<file path="config.mk">
export PLATFORM = sky130hd
export DESIGN_NAME = ir_pulse_distance_encoder
export DESIGN_NICKNAME = d
export VERILOG_FILES = /design/src/rtl/core/irpde_pkg.sv /design/src/rtl/core/ir_pulse_distance_encoder.sv
export VERILOG_INCLUDE_DIRS = /design/src /design/src/rtl/core
export SDC_FILE = /design/constraint.sdc
export NUM_CORES = 1
export LEC_CHECK = 0
export BUFFER_PORTS_ARGS = -buffer_cell sky130_fd_sc_hd__buf_2
export CAP_MARGIN = 5
export CORE_ASPECT_RATIO = 2
export CORE_MARGIN = 2
export CORE_UTILIZATION = 35
export CTS_BUF_LIST = sky130_fd_sc_hd__clkbuf_4
export CTS_CLUSTER_DIAMETER = 120
export CTS_CLUSTER_SIZE = 20
export DETAILED_ROUTE_END_ITERATION = 7
export SLEW_MARGIN = 20
export SYNTH_ARGS = -nofsm -noshare
export SYNTH_HDL_FRONTEND = slang
export SYNTH_SLANG_ARGS = --single-unit
</file>
<file path="constraint.sdc">
create_clock -name i_clk -period 5.25 [get_ports i_clk]
set_input_delay 0 -clock i_clk [delete_from_list [all_inputs] [get_ports i_clk]]
set_output_delay 0 -clock i_clk [all_outputs]
set_load 0.05 [all_outputs]
</file>
<file path="src/rtl/core/assert_macros.svh">
// Assertion helpers for the RTL. The checks compile out when SYNTH is defined.
`ifndef ASSERT_MACROS_SVH
`define ASSERT_MACROS_SVH

`ifndef SYNTH

// Same-cycle implication, held off during reset
`define ASSERT_IMPLIES(label, clk, rst_n, ante, cons) \
    label: assert property (@(posedge clk) disable iff (!(rst_n)) (ante) |-> (cons)) \
        else $error("assertion failed: implication");

// Next-cycle implication, held off during reset
`define ASSERT_NEXT(label, clk, rst_n, ante, cons) \
    label: assert property (@(posedge clk) disable iff (!(rst_n)) (ante) |=> (cons)) \
        else $error("assertion failed: next-cycle implication");

`else

`define ASSERT_IMPLIES(label, clk, rst_n, ante, cons)
`define ASSERT_NEXT(label, clk, rst_n, ante, cons)

`endif

`endif

</file>
<file path="src/rtl/core/irpde_pkg.sv">
`default_nettype none

package irpde_pkg;

    // Default width of the command code
    localparam int CODE_WIDTH_DEF = 16;

    // Register reset values
    localparam logic [7:0] LEAD_TIME_RST     = 8'd13;
    localparam logic [7:0] BIT_TIME_ZERO_RST = 8'd4;
    localparam logic [7:0] BIT_TIME_ONE_RST  = 8'd8;
    localparam logic [4:0] BIT_COUNT_RST     = 5'd10;
    localparam logic [7:0] WAIT_TICKS_RST    = 8'd130;
    localparam logic [7:0] WAIT_INTERVAL_RST = 8'd40;
    localparam logic [7:0] PULSE_INTERVAL    = 8'd1;

    // Configuration register indexes
    typedef enum logic [2:0] {
        CFG_LEAD_TIME     = 3'd0,
        CFG_BIT_TIME_ZERO = 3'd1,
        CFG_BIT_TIME_ONE  = 3'd2,
        CFG_BIT_COUNT     = 3'd3,
        CFG_WAIT_TICKS    = 3'd4,
        CFG_WAIT_INTERVAL = 3'd5
    } t_cfg_idx;

    // Request codes
    typedef enum logic [1:0] {
        FN_TICK   = 2'd0,
        FN_SEND   = 2'd1,
        FN_REPEAT = 2'd2,
        FN_STOP   = 2'd3
    } t_func;

    // Frame phases
    typedef enum logic [3:0] {
        PH_IDLE      = 4'd0,
        PH_LEADIN_P  = 4'd1,
        PH_LEADIN_G  = 4'd2,
        PH_START_P   = 4'd3,
        PH_START_G   = 4'd4,
        PH_BIT_P     = 4'd5,
        PH_BIT_G     = 4'd6,
        PH_LEADOUT_P = 4'd7,
        PH_LEADOUT_G = 4'd8,
        PH_STOP_P    = 4'd9,
        PH_WAIT      = 4'd10
    } t_phase;

endpackage

`default_nettype wire

</file>
<file path="src/rtl/core/ir_pulse_distance_encoder.sv">
`default_nettype none
`include "assert_macros.svh"

// Pulse-distance infrared frame encoder. Each request on the input stream (tuser = request
// code: tick, send, repeat, stop; tdata = command code) yields exactly one result: carrier
// enable and length of the next interval, plus flags for a started frame and a busy phase.
// The block takes one request per clock cycle while the result stream does not stall; a
// result passes through the input register and the result register, around the single
// step of phase logic. A waiting result does not block the next request from entering an
// empty input register. Configuration writes are always ready and take effect at once;
// write them only while no request is in flight.
module ir_pulse_distance_encoder #(
    parameter int CODE_WIDTH = irpde_pkg::CODE_WIDTH_DEF
) (
    input  logic                               i_clk,
    input  logic                               i_rst_n,
    // configuration write channel
    input  logic                               i_cfg_valid,
    output logic                               o_cfg_ready,
    input  logic [2:0]                         i_cfg_index,
    input  logic [7:0]                         i_cfg_data,
    // request stream
    input  logic                               s_axis_tvalid,
    output logic                               s_axis_tready,
    // tdata: code [CODE_WIDTH-1:0], zero pad
    input  logic [((CODE_WIDTH+7)/8)*8-1:0]    s_axis_tdata,
    // tuser: func [1:0]
    input  logic [1:0]                         s_axis_tuser,
    // result stream
    output logic                               m_axis_tvalid,
    input  logic                               m_axis_tready,
    // tdata: carrier_on [0], interval [8:1], accepted [9], busy_res [10], zero pad [15:11]
    output logic [15:0]                        m_axis_tdata
);
    import irpde_pkg::*;

    // configuration registers
    logic [7:0] r_lead_time, r_bit_time_zero, r_bit_time_one;
    logic [4:0] r_bit_count;
    logic [7:0] r_wait_ticks, r_wait_interval;

    // input register
    logic                  r_in_valid;
    t_func                 r_func;
    logic [CODE_WIDTH-1:0] r_code;

    // frame state
    t_phase                r_phase, n_phase;
    logic [CODE_WIDTH-1:0] r_shift_bits, n_shift_bits;
    logic [CODE_WIDTH-1:0] r_kept_code, n_kept_code;
    logic [4:0]            r_bit_index, n_bit_index;
    logic [7:0]            r_wait_count, n_wait_count;
    logic [7:0]            r_last_interval, n_last_interval;

    // result register
    logic       r_out_valid;
    logic       r_carrier_on, r_accepted, r_busy_res;
    logic [7:0] r_interval;

    logic       w_out_free, w_advance, w_in_xfer, w_idle, w_start;
    logic       w_carrier_on;
    logic [4:0] w_bit_index_inc;
    logic [7:0] w_wait_count_inc;

    assign o_cfg_ready      = 1'b1;
    assign w_out_free       = !r_out_valid || m_axis_tready;
    assign w_advance        = r_in_valid && w_out_free;
    assign s_axis_tready    = !r_in_valid || w_out_free;
    assign w_in_xfer        = s_axis_tvalid && s_axis_tready;
    assign w_idle           = (r_phase == PH_IDLE);
    assign w_bit_index_inc  = r_bit_index + 5'd1;
    assign w_wait_count_inc = r_wait_count + 8'd1;

    // configuration writes
    always_ff @(posedge i_clk) begin
        if (!i_rst_n) begin
            r_lead_time     <= LEAD_TIME_RST;
            r_bit_time_zero <= BIT_TIME_ZERO_RST;
            r_bit_time_one  <= BIT_TIME_ONE_RST;
            r_bit_count     <= BIT_COUNT_RST;
            r_wait_ticks    <= WAIT_TICKS_RST;
            r_wait_interval <= WAIT_INTERVAL_RST;
        end else if (i_cfg_valid) begin
            case (i_cfg_index)
                CFG_LEAD_TIME:     r_lead_time     <= i_cfg_data;
                CFG_BIT_TIME_ZERO: r_bit_time_zero <= i_cfg_data;
                CFG_BIT_TIME_ONE:  r_bit_time_one  <= i_cfg_data;
                CFG_BIT_COUNT:     r_bit_count     <= i_cfg_data[4:0];
                CFG_WAIT_TICKS:    r_wait_ticks    <= i_cfg_data;
                CFG_WAIT_INTERVAL: r_wait_interval <= i_cfg_data;
                default: ;
            endcase
        end
    end

    // capture a request
    always_ff @(posedge i_clk) begin
        if (!i_rst_n) begin
            r_in_valid <= 1'b0;
        end else if (w_in_xfer) begin
            r_in_valid <= 1'b1;
        end else if (w_advance) begin
            r_in_valid <= 1'b0;
        end
    end

    always_ff @(posedge i_clk) begin
        if (w_in_xfer) begin
            r_func <= t_func'(s_axis_tuser);
            r_code <= s_axis_tdata[CODE_WIDTH-1:0];
        end
    end

    // decide whether a command starts a frame, and whether a tick drives the carrier
    always_comb begin
        w_start      = 1'b0;
        w_carrier_on = 1'b0;
        case (r_func)
            FN_TICK:   w_carrier_on = r_phase inside {PH_LEADIN_P, PH_START_P, PH_BIT_P,
                                                      PH_LEADOUT_P, PH_STOP_P};
            FN_SEND:   w_start = w_idle && (r_code != '0);
            FN_REPEAT: w_start = w_idle && (r_kept_code != '0);
            FN_STOP:   w_start = w_idle;
            default: ;
        endcase
    end

    // next frame state
    always_comb begin
        n_phase         = r_phase;
        n_shift_bits    = r_shift_bits;
        n_kept_code     = r_kept_code;
        n_bit_index     = r_bit_index;
        n_wait_count    = r_wait_count;
        n_last_interval = r_last_interval;
        case (r_func)
            FN_TICK: begin
                case (r_phase)
                    PH_IDLE: ;
                    PH_LEADIN_P, PH_START_P, PH_BIT_P, PH_LEADOUT_P, PH_STOP_P: begin
                        n_last_interval = PULSE_INTERVAL;
                        n_phase         = t_phase'(r_phase + 4'd1);
                    end
                    PH_LEADIN_G, PH_LEADOUT_G: begin
                        n_last_interval = r_lead_time;
                        n_phase         = t_phase'(r_phase + 4'd1);
                    end
                    PH_START_G: begin
                        n_last_interval = r_bit_time_zero;
                        n_phase         = PH_BIT_P;
                    end
                    PH_BIT_G: begin
                        n_last_interval = r_shift_bits[0] ? r_bit_time_one : r_bit_time_zero;
                        n_shift_bits    = r_shift_bits >> 1;
                        n_bit_index     = w_bit_index_inc;
                        // a zero count acts as one: the index wraps or reaches the count
                        if (w_bit_index_inc >= r_bit_count || w_bit_index_inc == 5'd0) begin
                            n_phase = PH_LEADOUT_P;
                        end else begin
                            n_phase = PH_BIT_P;
                        end
                    end
                    PH_WAIT: begin
                        n_last_interval = r_wait_interval;
                        n_wait_count    = w_wait_count_inc;
                        if (w_wait_count_inc >= r_wait_ticks || w_wait_count_inc == 8'd0) begin
                            n_bit_index  = 5'd0;
                            n_wait_count = 8'd0;
                            n_phase      = PH_IDLE;
                        end
                    end
                    default: n_phase = PH_IDLE;
                endcase
            end
            FN_SEND: begin
                n_kept_code = r_code;
                if (w_start) begin
                    n_shift_bits = r_code;
                    n_phase      = PH_LEADIN_P;
                end
            end
            FN_REPEAT: begin
                if (w_start) begin
                    n_shift_bits = r_kept_code;
                    n_phase      = PH_LEADIN_P;
                end
            end
            FN_STOP: begin
                // send the residual shift bits, drop the kept code
                if (w_start) begin
                    n_kept_code = '0;
                    n_phase     = PH_LEADIN_P;
                end
            end
            default: ;
        endcase
    end

    // update frame state on each processed request
    always_ff @(posedge i_clk) begin
        if (!i_rst_n) begin
            r_phase         <= PH_IDLE;
            r_shift_bits    <= '0;
            r_kept_code     <= '0;
            r_bit_index     <= 5'd0;
            r_wait_count    <= 8'd0;
            r_last_interval <= PULSE_INTERVAL;
        end else if (w_advance) begin
            r_phase         <= n_phase;
            r_shift_bits    <= n_shift_bits;
            r_kept_code     <= n_kept_code;
            r_bit_index     <= n_bit_index;
            r_wait_count    <= n_wait_count;
            r_last_interval <= n_last_interval;
        end
    end

    // result register
    always_ff @(posedge i_clk) begin
        if (!i_rst_n) begin
            r_out_valid <= 1'b0;
        end else if (w_advance) begin
            r_out_valid <= 1'b1;
        end else if (m_axis_tready) begin
            r_out_valid <= 1'b0;
        end
    end

    always_ff @(posedge i_clk) begin
        if (w_advance) begin
            r_carrier_on <= w_carrier_on;
            r_interval   <= n_last_interval;
            r_accepted   <= w_start;
            r_busy_res   <= (n_phase != PH_IDLE);
        end
    end

    assign m_axis_tvalid = r_out_valid;
    assign m_axis_tdata  = {5'd0, r_busy_res, r_accepted, r_interval, r_carrier_on};

    // a started frame leaves the block busy
    `ASSERT_IMPLIES(a_acc_busy, i_clk, i_rst_n, r_out_valid && r_accepted, r_busy_res)
    // commands never drive the carrier, pulses last one unit
    `ASSERT_IMPLIES(a_pulse_len, i_clk, i_rst_n, r_out_valid && r_carrier_on,
        !r_accepted && r_interval == PULSE_INTERVAL)
    // counters are cleared whenever the frame is idle
    `ASSERT_IMPLIES(a_idle_clear, i_clk, i_rst_n, r_phase == PH_IDLE,
        r_bit_index == 5'd0 && r_wait_count == 8'd0)
    // a processed start request enters the lead-in pulse
    `ASSERT_NEXT(a_start_phase, i_clk, i_rst_n, w_advance && w_start, r_phase == PH_LEADIN_P)

endmodule

`default_nettype wire
</file>
==> run metrics, run 1 <==
result of the run=finished clean; proportion of synthesized chip area in sequential cells=45.1%; non-filler cells in the finished layout=1025; routed via count=5327; number of global-route vias before repair=5268; dominant register cell in the synthesized netlist=sky130_fd_sc_hd__dfxtp_1; number of buffers on the longest clock path=2; Pins Over Slew Limit=0; cell with the biggest individual delay on the critical path=sky130_fd_sc_hd__o21ai_1; setup fix buffers added after clock tree synthesis=0; post-DR wirelength/cell=15.6 microns; clock root buffer master=sky130_fd_sc_hd__clkbuf_4; Post-DP HPWL=11.4 mm; Filler Cells Inserted=1880; element type at the critical path start=register; clock latency at the later pin of the worst-skew pair=0.53 ns; cells taking the most area after synthesis=sky130_fd_sc_hd__dfxtp_1 (32%), sky130_fd_sc_hd__edfxtp_1 (13%), sky130_fd_sc_hd__nand2_1 (8.6%); number of flops mapped to enable cells by yosys=29; Synth Area per Inst=8.90 sq um; cells along the critical path=nand4_1, o21a_1, or2_2, ha_1, nand4_1, o31ai_1, a21oi_1, o21ai_1, o21ai_0; destination of the worst register-to-register timing path=r_bit_index[3]$_SDFFE_PN0P_; number of flip-flops and latches in the synthesized netlist=133; Die W=101 microns; number of buffer and inverter stages on the critical path=0; ranking of synthesized cells by instance count=sky130_fd_sc_hd__nand2_1 (150), sky130_fd_sc_hd__dfxtp_1 (104), sky130_fd_sc_hd__a21oi_1 (54), sky130_fd_sc_hd__nor2_1 (51), sky130_fd_sc_hd__a22oi_1 (32); number of detailed-route iterations in the first pass=5; row cnt=70; most used cell, CP=sky130_fd_sc_hd__nand4_1; transition time at the pin with the least slew margin=1.00 ns; Reg-to-Reg Start=r_wait_count[3]$_SDFFE_PN0P_; RSZ-0062 raised after global routing=no; # H-tree levels=4; fraction of layout cells with a size suffix above 1=12.9%; Cells after Synth=736; most used standard cell by instance count after synthesis=sky130_fd_sc_hd__nand2_1; worst endpoint required time=5.62 ns; number of failing hold endpoints at the final stage=0; area of the core region=18300 sq um; residual antenna-violating net count after detailed routing=0; arrival time of the worst setup path=3.53 ns; share of total power in combinational logic=11.6%; worst hold path stage count=2; NetSw=0.000574 W; Fin Hold WS=0.173 ns; I/O pins=53; via density per instance=5.20; # setup viols final=0; Min-Delay Endpoint=r_code[11]$_DFFE_PP_; clock share of power=34.1%; largest net degree at the start of global routing=50; max_cap viols=0; first-pass GRT wire length=26.0 mm; Worst Reg2Reg Path Length in Cells=9; Placed Cells=953; static power due to leakage=2.99 nW; post-route clock skew=0.0292 ns; number of buffers created by CTS=17; share of power burned in registers=54.3%; startpoint of the most critical hold path=s_axis_tdata[11]; final critical path time including I/O delays and setup=3.17 ns; share of the cycle needed by the critical path after routing=60.3%; gpl congestion=0.864; CTS tree=yes; endpoint class of the critical path=register; starting density of the core=35.8%; die area=19900 sq um; clock transition at the register clock pins on the worst setup and hold paths after CTS=0.13 ns; Final TNS setup=0 ns; register-to-register setup slack=2.08 ns; distinct cell type count of the synthesized netlist=65; cell taking the most area after synthesis=sky130_fd_sc_hd__dfxtp_1; Worst Setup Path Type=register to register; max frequency=316 MHz; highest net fanout along the worst path=12; IR drop worst, VDD=0.132 mV; clock tree sinks=133; Yosys top cell area share=31.8%; initial antenna violation count=1; PortBufs=46; fraction of synthesis flops using an asynchronous set or reset pin=0%; wire length reported by the detailed router=16.0 mm; GR Util All Layers=16.6%; P_int=0.00145 W; power density over cell area=269 nW/um^2; aggregate global routing overflow=0; Residual DRC=0; synth warn=0; Final Net Count=855; growth of design area from synthesis to finish=14.6%; slew margin rel.=33.1%; class of the tightest hold or removal check=input pin to register; Top delay family on crit path=compound AO/OA/AOI/OAI gates; critical path depth=9; cell area after technology mapping=6550 sq um; switching part of the total=28.4%; number of DRC markers after the initial detailed-route iteration=226; Die Y-Extent=198 microns; delay of the slowest cell on the worst path=0.68 ns
-- power groups by stage --
| stage | registers, W | clock network, W | logic (W) |
|---|---|---|---|
| 3_5_place_dp | 0.00112 | 0 | 0.000217 |
| 4_1_cts | 0.00110 | 0.000715 | 0.000238 |
| 2_1_floorplan | 0.00112 | 0 | 0.000159 |
| 6_report | 0.00110 | 0.000690 | 0.000236 |
| 5_1_grt | 0.00110 | 0.000750 | 0.000260 |
| 3_3_place_gp | 0.00112 | 0 | 0.000216 |
-- cells by family after synthesis --
kind of cell | share of synthesized area [%]
simple gates | 19.2
xor+xnor | 2.27
fa+ha+maj | 4.96
buf+inv | 5.59
flops | 45.1
mux | 4.72
other cells | 0.115
compound gates | 18.1
-- layout make-up --
cell class                 instances  area, sq um  area share [%]
inverter                          25         93.8            1.25
sequential                       133         2950            39.3
antenna                            1         2.50          0.0333
multi-input combinational        528         3250            43.3
clock buffer                      17          128            1.70
timing repair buffer              90          658            8.76
clock inverter                    15          154            2.05
tap                              216          270            3.60
-- routing by layer --
layer  track usage, %  vias up  wire (microns)
li1                 -     2698               -
met1             16.2     2490            5990
met2             32.6      110            9160
met3             2.90       29             398
met4             7.61        0             450
met5                0        -               0
-- worst reg2reg max path: stages, from the launching register on --
cell,delay (ns)
sky130_fd_sc_hd__dfxtp_1,0.54
sky130_fd_sc_hd__nand4_1,0.20
sky130_fd_sc_hd__o21a_1,0.24
sky130_fd_sc_hd__or2_2,0.30
sky130_fd_sc_hd__ha_1,0.30
sky130_fd_sc_hd__nand4_1,0.11
sky130_fd_sc_hd__o31ai_1,0.36
sky130_fd_sc_hd__a21oi_1,0.10
sky130_fd_sc_hd__o21ai_1,0.68
sky130_fd_sc_hd__o21ai_0,0.20
-- flip-flops by register name (all words and copies together), names as in the netlist --
| name | flops |
|---|---|
| r_interval | 8 |
| r_bit_time_one | 8 |
| r_bit_time_zero | 8 |
| r_phase | 4 |
| r_wait_count | 8 |
| r_lead_time | 8 |
| r_bit_index | 5 |
| r_wait_interval | 8 |
| r_last_interval | 8 |
| r_func | 2 |
| r_busy_res | 1 |
| r_carrier_on | 1 |
| r_bit_count | 5 |
| r_code | 16 |
| r_accepted | 1 |
| r_shift_bits | 16 |
| r_wait_ticks | 8 |
| r_kept_code | 16 |
| r_in_valid | 1 |
| m_axis_tvalid | 1 |
-- layout by cell type (no fill, tap or decap), drive strengths merged, types with 6 or more instances in the layout --
cell type / netlist / routed
nand2: 150 / 150
dfxtp: 104 / 104
a21oi: 54 / 54
nor2: 52 / 52
buf: 25 / 51
dlygate4sd3: 0 / 39
a22oi: 32 / 32
edfxtp: 29 / 29
inv: 24 / 28
ha: 26 / 26
nand3: 24 / 24
mux2i: 23 / 23
o211ai: 19 / 19
clkbuf: 29 / 17
nand2b: 13 / 13
xnor2: 10 / 10
a22o: 9 / 9
nor3: 8 / 8
nor4: 8 / 8
clkinv: 1 / 8
a221o: 7 / 7
mux2: 7 / 7
xor2: 7 / 7
o22ai: 7 / 7
o21ai: 7 / 7
conb: 2 / 6
-- metrics by stage --
stage / total power (W) / util, % / area [sq um] / worst slack [ns]
2_1_floorplan: 0.00128 / - / 6570 / 2.71
3_3_place_gp: 0.00134 / 37.3 / 6830 / 2.06
3_5_place_dp: 0.00134 / 37.3 / 6830 / 2.03
4_1_cts: 0.00205 / 41.0 / 7500 / 2.00
5_1_grt: 0.00211 / 41.0 / 7510 / 1.77
6_report: 0.00202 / 41.0 / 7510 / 2.08
-- worst max-delay path by stage --
stage	startpoint	endpoint	slack, ns
detailed placement	r_wait_count[2]$_SDFFE_PN0P_	r_bit_index[3]$_SDFFE_PN0P_	2.03
global placement	r_wait_count[2]$_SDFFE_PN0P_	r_bit_index[4]$_SDFFE_PN0P_	2.06
global route	r_wait_count[2]$_SDFFE_PN0P_	r_bit_index[1]$_SDFFE_PN0P_	1.77
finish	r_wait_count[3]$_SDFFE_PN0P_	r_bit_index[3]$_SDFFE_PN0P_	2.08
floorplan	r_wait_count[0]$_SDFFE_PN0P_	r_busy_res$_DFFE_PP_	2.71
CTS	r_wait_count[2]$_SDFFE_PN0P_	r_bit_index[3]$_SDFFE_PN0P_	2.00
-- repair_timing --
item / CTS / global route
endpoints found under the hold margin: 65 / 0
resized for setup: 0 / 0
hold buffers: 39 / 0
Note: power is estimated with default switching activity, not from simulation.
==> run 2: changes to the inputs <==
==> constraint.sdc (replaced) <==
create_clock -name i_clk -period 2.59 [get_ports i_clk]
set_input_delay 0 -clock i_clk [delete_from_list [all_inputs] [get_ports i_clk]]
set_output_delay 0 -clock i_clk [all_outputs]
set_load 0.05 [all_outputs]
==> run metrics, run 2 (synthesis results as in run 1) <==
slew margin rel.=45.9% (+13 points); number of buffers created by CTS=17 (unchanged); static power due to leakage=3.20 nW (+6.9%); clock share of power=33.0% (-1.1 points); Worst Setup Path Type=register to register; largest net degree at the start of global routing=61 (+22%); IR drop worst, VDD=0.269 mV (+100%); clock tree sinks=133 (unchanged); arrival time of the worst setup path=2.84 ns (-0.69 ns); transition time at the pin with the least slew margin=0.811 ns (-0.192 ns); final standard cell utilization of the core=43.4% (+2.3 points); highest-count cells in the layout ignoring fill and taps=sky130_fd_sc_hd__nand2_1 (150), sky130_fd_sc_hd__dfxtp_1 (97), sky130_fd_sc_hd__a21oi_1 (53); number of global-route vias before repair=5400 (+2.5%); GR Util All Layers=16.6% (-0.055 points); P_int=0.00287 W (+98%); share of total power in combinational logic=12.5% (+0.9 points); final critical path time including I/O delays and setup=2.47 ns (-0.694 ns); number of detailed-route iterations in the first pass=5 (unchanged); highest net fanout along the worst path=4 (-8); total power=0.00407 W (+100%); area of the core region=18300 sq um (unchanged); endpoint class of the critical path=register; Residual DRC=0 (unchanged); Final WS setup=0.117 ns (-1.97 ns); wire length reported by the detailed router=16.1 mm (+0.37%); via density per instance=5.18 (-0.36%); element type at the critical path start=register; die area=19900 sq um (unchanged); Fin Hold WS=0.161 ns (-0.0113 ns); post-DR wirelength/cell=15.1 microns (-3.5%); Worst Reg2Reg Path Length in Cells=12 (+3); Post-DP HPWL=11.7 mm (+2.6%); clock root buffer master=sky130_fd_sc_hd__clkbuf_4; # setup viols final=0 (unchanged); NetSw=0.00120 W (+110%); growth of design area from synthesis to finish=21.2%; starting density of the core=35.8% (unchanged); Die W=101 microns (unchanged); Die Y-Extent=198 microns (unchanged); max_cap viols=0 (unchanged); clock latency at the later pin of the worst-skew pair=0.54 ns (about the same); fraction of layout cells with a size suffix above 1=19.8% (+6.9 points); register-to-register setup slack=0.12 ns (-1.97 ns); gpl congestion=0.925 (+7.1%); first-pass GRT wire length=26.0 mm (-0.32%); share of power burned in registers=54.5% (+0.2 points); class of the tightest hold or removal check=input pin to register; routed via count=5520 (+3.6%); result of the run=finished clean; post-route clock skew=0.0210 ns (-0.00818 ns); most common cell after layout, fill and taps aside=sky130_fd_sc_hd__nand2_1; row cnt=70 (unchanged); worst hold path stage count=2 (unchanged); aggregate global routing overflow=0 (unchanged); RSZ-0062 raised after global routing=yes; setup slack at placement=-0.115 ns (-2.15 ns); registers with the most flip-flops=r_code x16, r_kept_code x16, r_shift_bits x16; share of the cycle needed by the critical path after routing=95.5% (+35 points); switching part of the total=29.5% (+1.1 points); Pins Over Slew Limit=0 (unchanged); number of failing hold endpoints at the final stage=0 (unchanged); clock transition at the register clock pins on the worst setup and hold paths after CTS=0.14 ns (about the same); initial antenna violation count=1 (unchanged); power density over cell area=513 nW/um^2 (+90%); worst endpoint required time=2.96 ns (-2.66 ns); Final TNS setup=0 ns (unchanged); Final Net Count=896 (+4.8%); # H-tree levels=4 (unchanged); PortBufs=46 (unchanged); I/O pins=53 (unchanged); number of buffers on the longest clock path=2 (unchanged); number of DRC markers after the initial detailed-route iteration=204 (-9.7%); max frequency=404 MHz (+28%); CTS tree=yes; residual antenna-violating net count after detailed routing=0 (unchanged)
run 2: changes by cell type in the layout (fill, tap and decap cells not counted), sizes merged:
cell / delta
bufinv: -1
dlygate4sd3: -3
buf: +44
clkinv: -4
inv: +3
clkinvlp: +2
run 2: worst paths after layout:
path	start	to
max reg2reg	r_wait_count[3]$_SDFFE_PN0P_	r_busy_res$_DFFE_PP_
min reg2reg	r_last_interval[1]$_SDFFE_PN0P_	r_last_interval[1]$_SDFFE_PN0P_
min	s_axis_tdata[15]	r_code[15]$_DFFE_PP_
max	r_wait_count[3]$_SDFFE_PN0P_	r_busy_res$_DFFE_PP_
run 2: metal layers:
| metal | track usage [%] | vias up | share of wire, % | wire length [microns] |
|---|---|---|---|---|
| met5 | 0 | - | 0 | 0 |
| li1 | - | 2798 | - | - |
| met2 | 32.2 | 118 | 58 | 9310 |
| met3 | 3.15 | 26 | 3.1 | 492 |
| met4 | 7.81 | 0 | 2.6 | 417 |
| met1 | 16.1 | 2578 | 36 | 5840 |
run 2: cell type report:
cell class	count	area, sq um
Multi-Input combinational cell	528	3340
Timing Repair Buffer	131	991
Tap cell	216	270
Fill cell	1834	10400
Inverter	25	93.8
Sequential cell	133	2970
Antenna cell	1	2.50
Clock buffer	17	128
Clock inverter	15	144
run 2: worst max-delay path: stages, from the launching register on:
cell,delay [ns]
sky130_fd_sc_hd__dfxtp_2,0.36
sky130_fd_sc_hd__buf_6,0.11
sky130_fd_sc_hd__and3_4,0.19
sky130_fd_sc_hd__nand3_4,0.08
sky130_fd_sc_hd__xnor2_1,0.13
sky130_fd_sc_hd__ha_1,0.30
sky130_fd_sc_hd__a211o_1,0.32
sky130_fd_sc_hd__a21oi_2,0.18
sky130_fd_sc_hd__o31ai_4,0.11
sky130_fd_sc_hd__a211oi_2,0.15
sky130_fd_sc_hd__buf_4,0.18
sky130_fd_sc_hd__nor2_1,0.05
sky130_fd_sc_hd__o211ai_1,0.18
run 2: what timing repair did:
action | 4_1_cts | 5_1_grt
hold endpoints to repair | 77 | 0
pin swaps | 8 | 14
resized for setup | 16 | 12
setup endpoints to repair | 6 | 16
hold buffers | 36 | 0
buffers inserted | 2 | 4
run 2: per-stage QoR:
stage | std cells | cell area (sq um)
after CTS | 1062 | 7850
after detailed placement | 992 | 7150
final | 1066 | 7940
after global routing | 1066 | 7940
after floorplan | 740 | 6570
after global placement | 992 | 7150
run 2: power groups by stage:
stage / clock, W / combinational, W / sequential, W
5_1_grt: 0.00148 / 0.000562 / 0.00223
6_report: 0.00134 / 0.000509 / 0.00222
3_3_place_gp: 0 / 0.000465 / 0.00227
2_1_floorplan: 0 / 0.000322 / 0.00227
4_1_cts: 0.00139 / 0.000512 / 0.00222
3_5_place_dp: 0 / 0.000469 / 0.00227
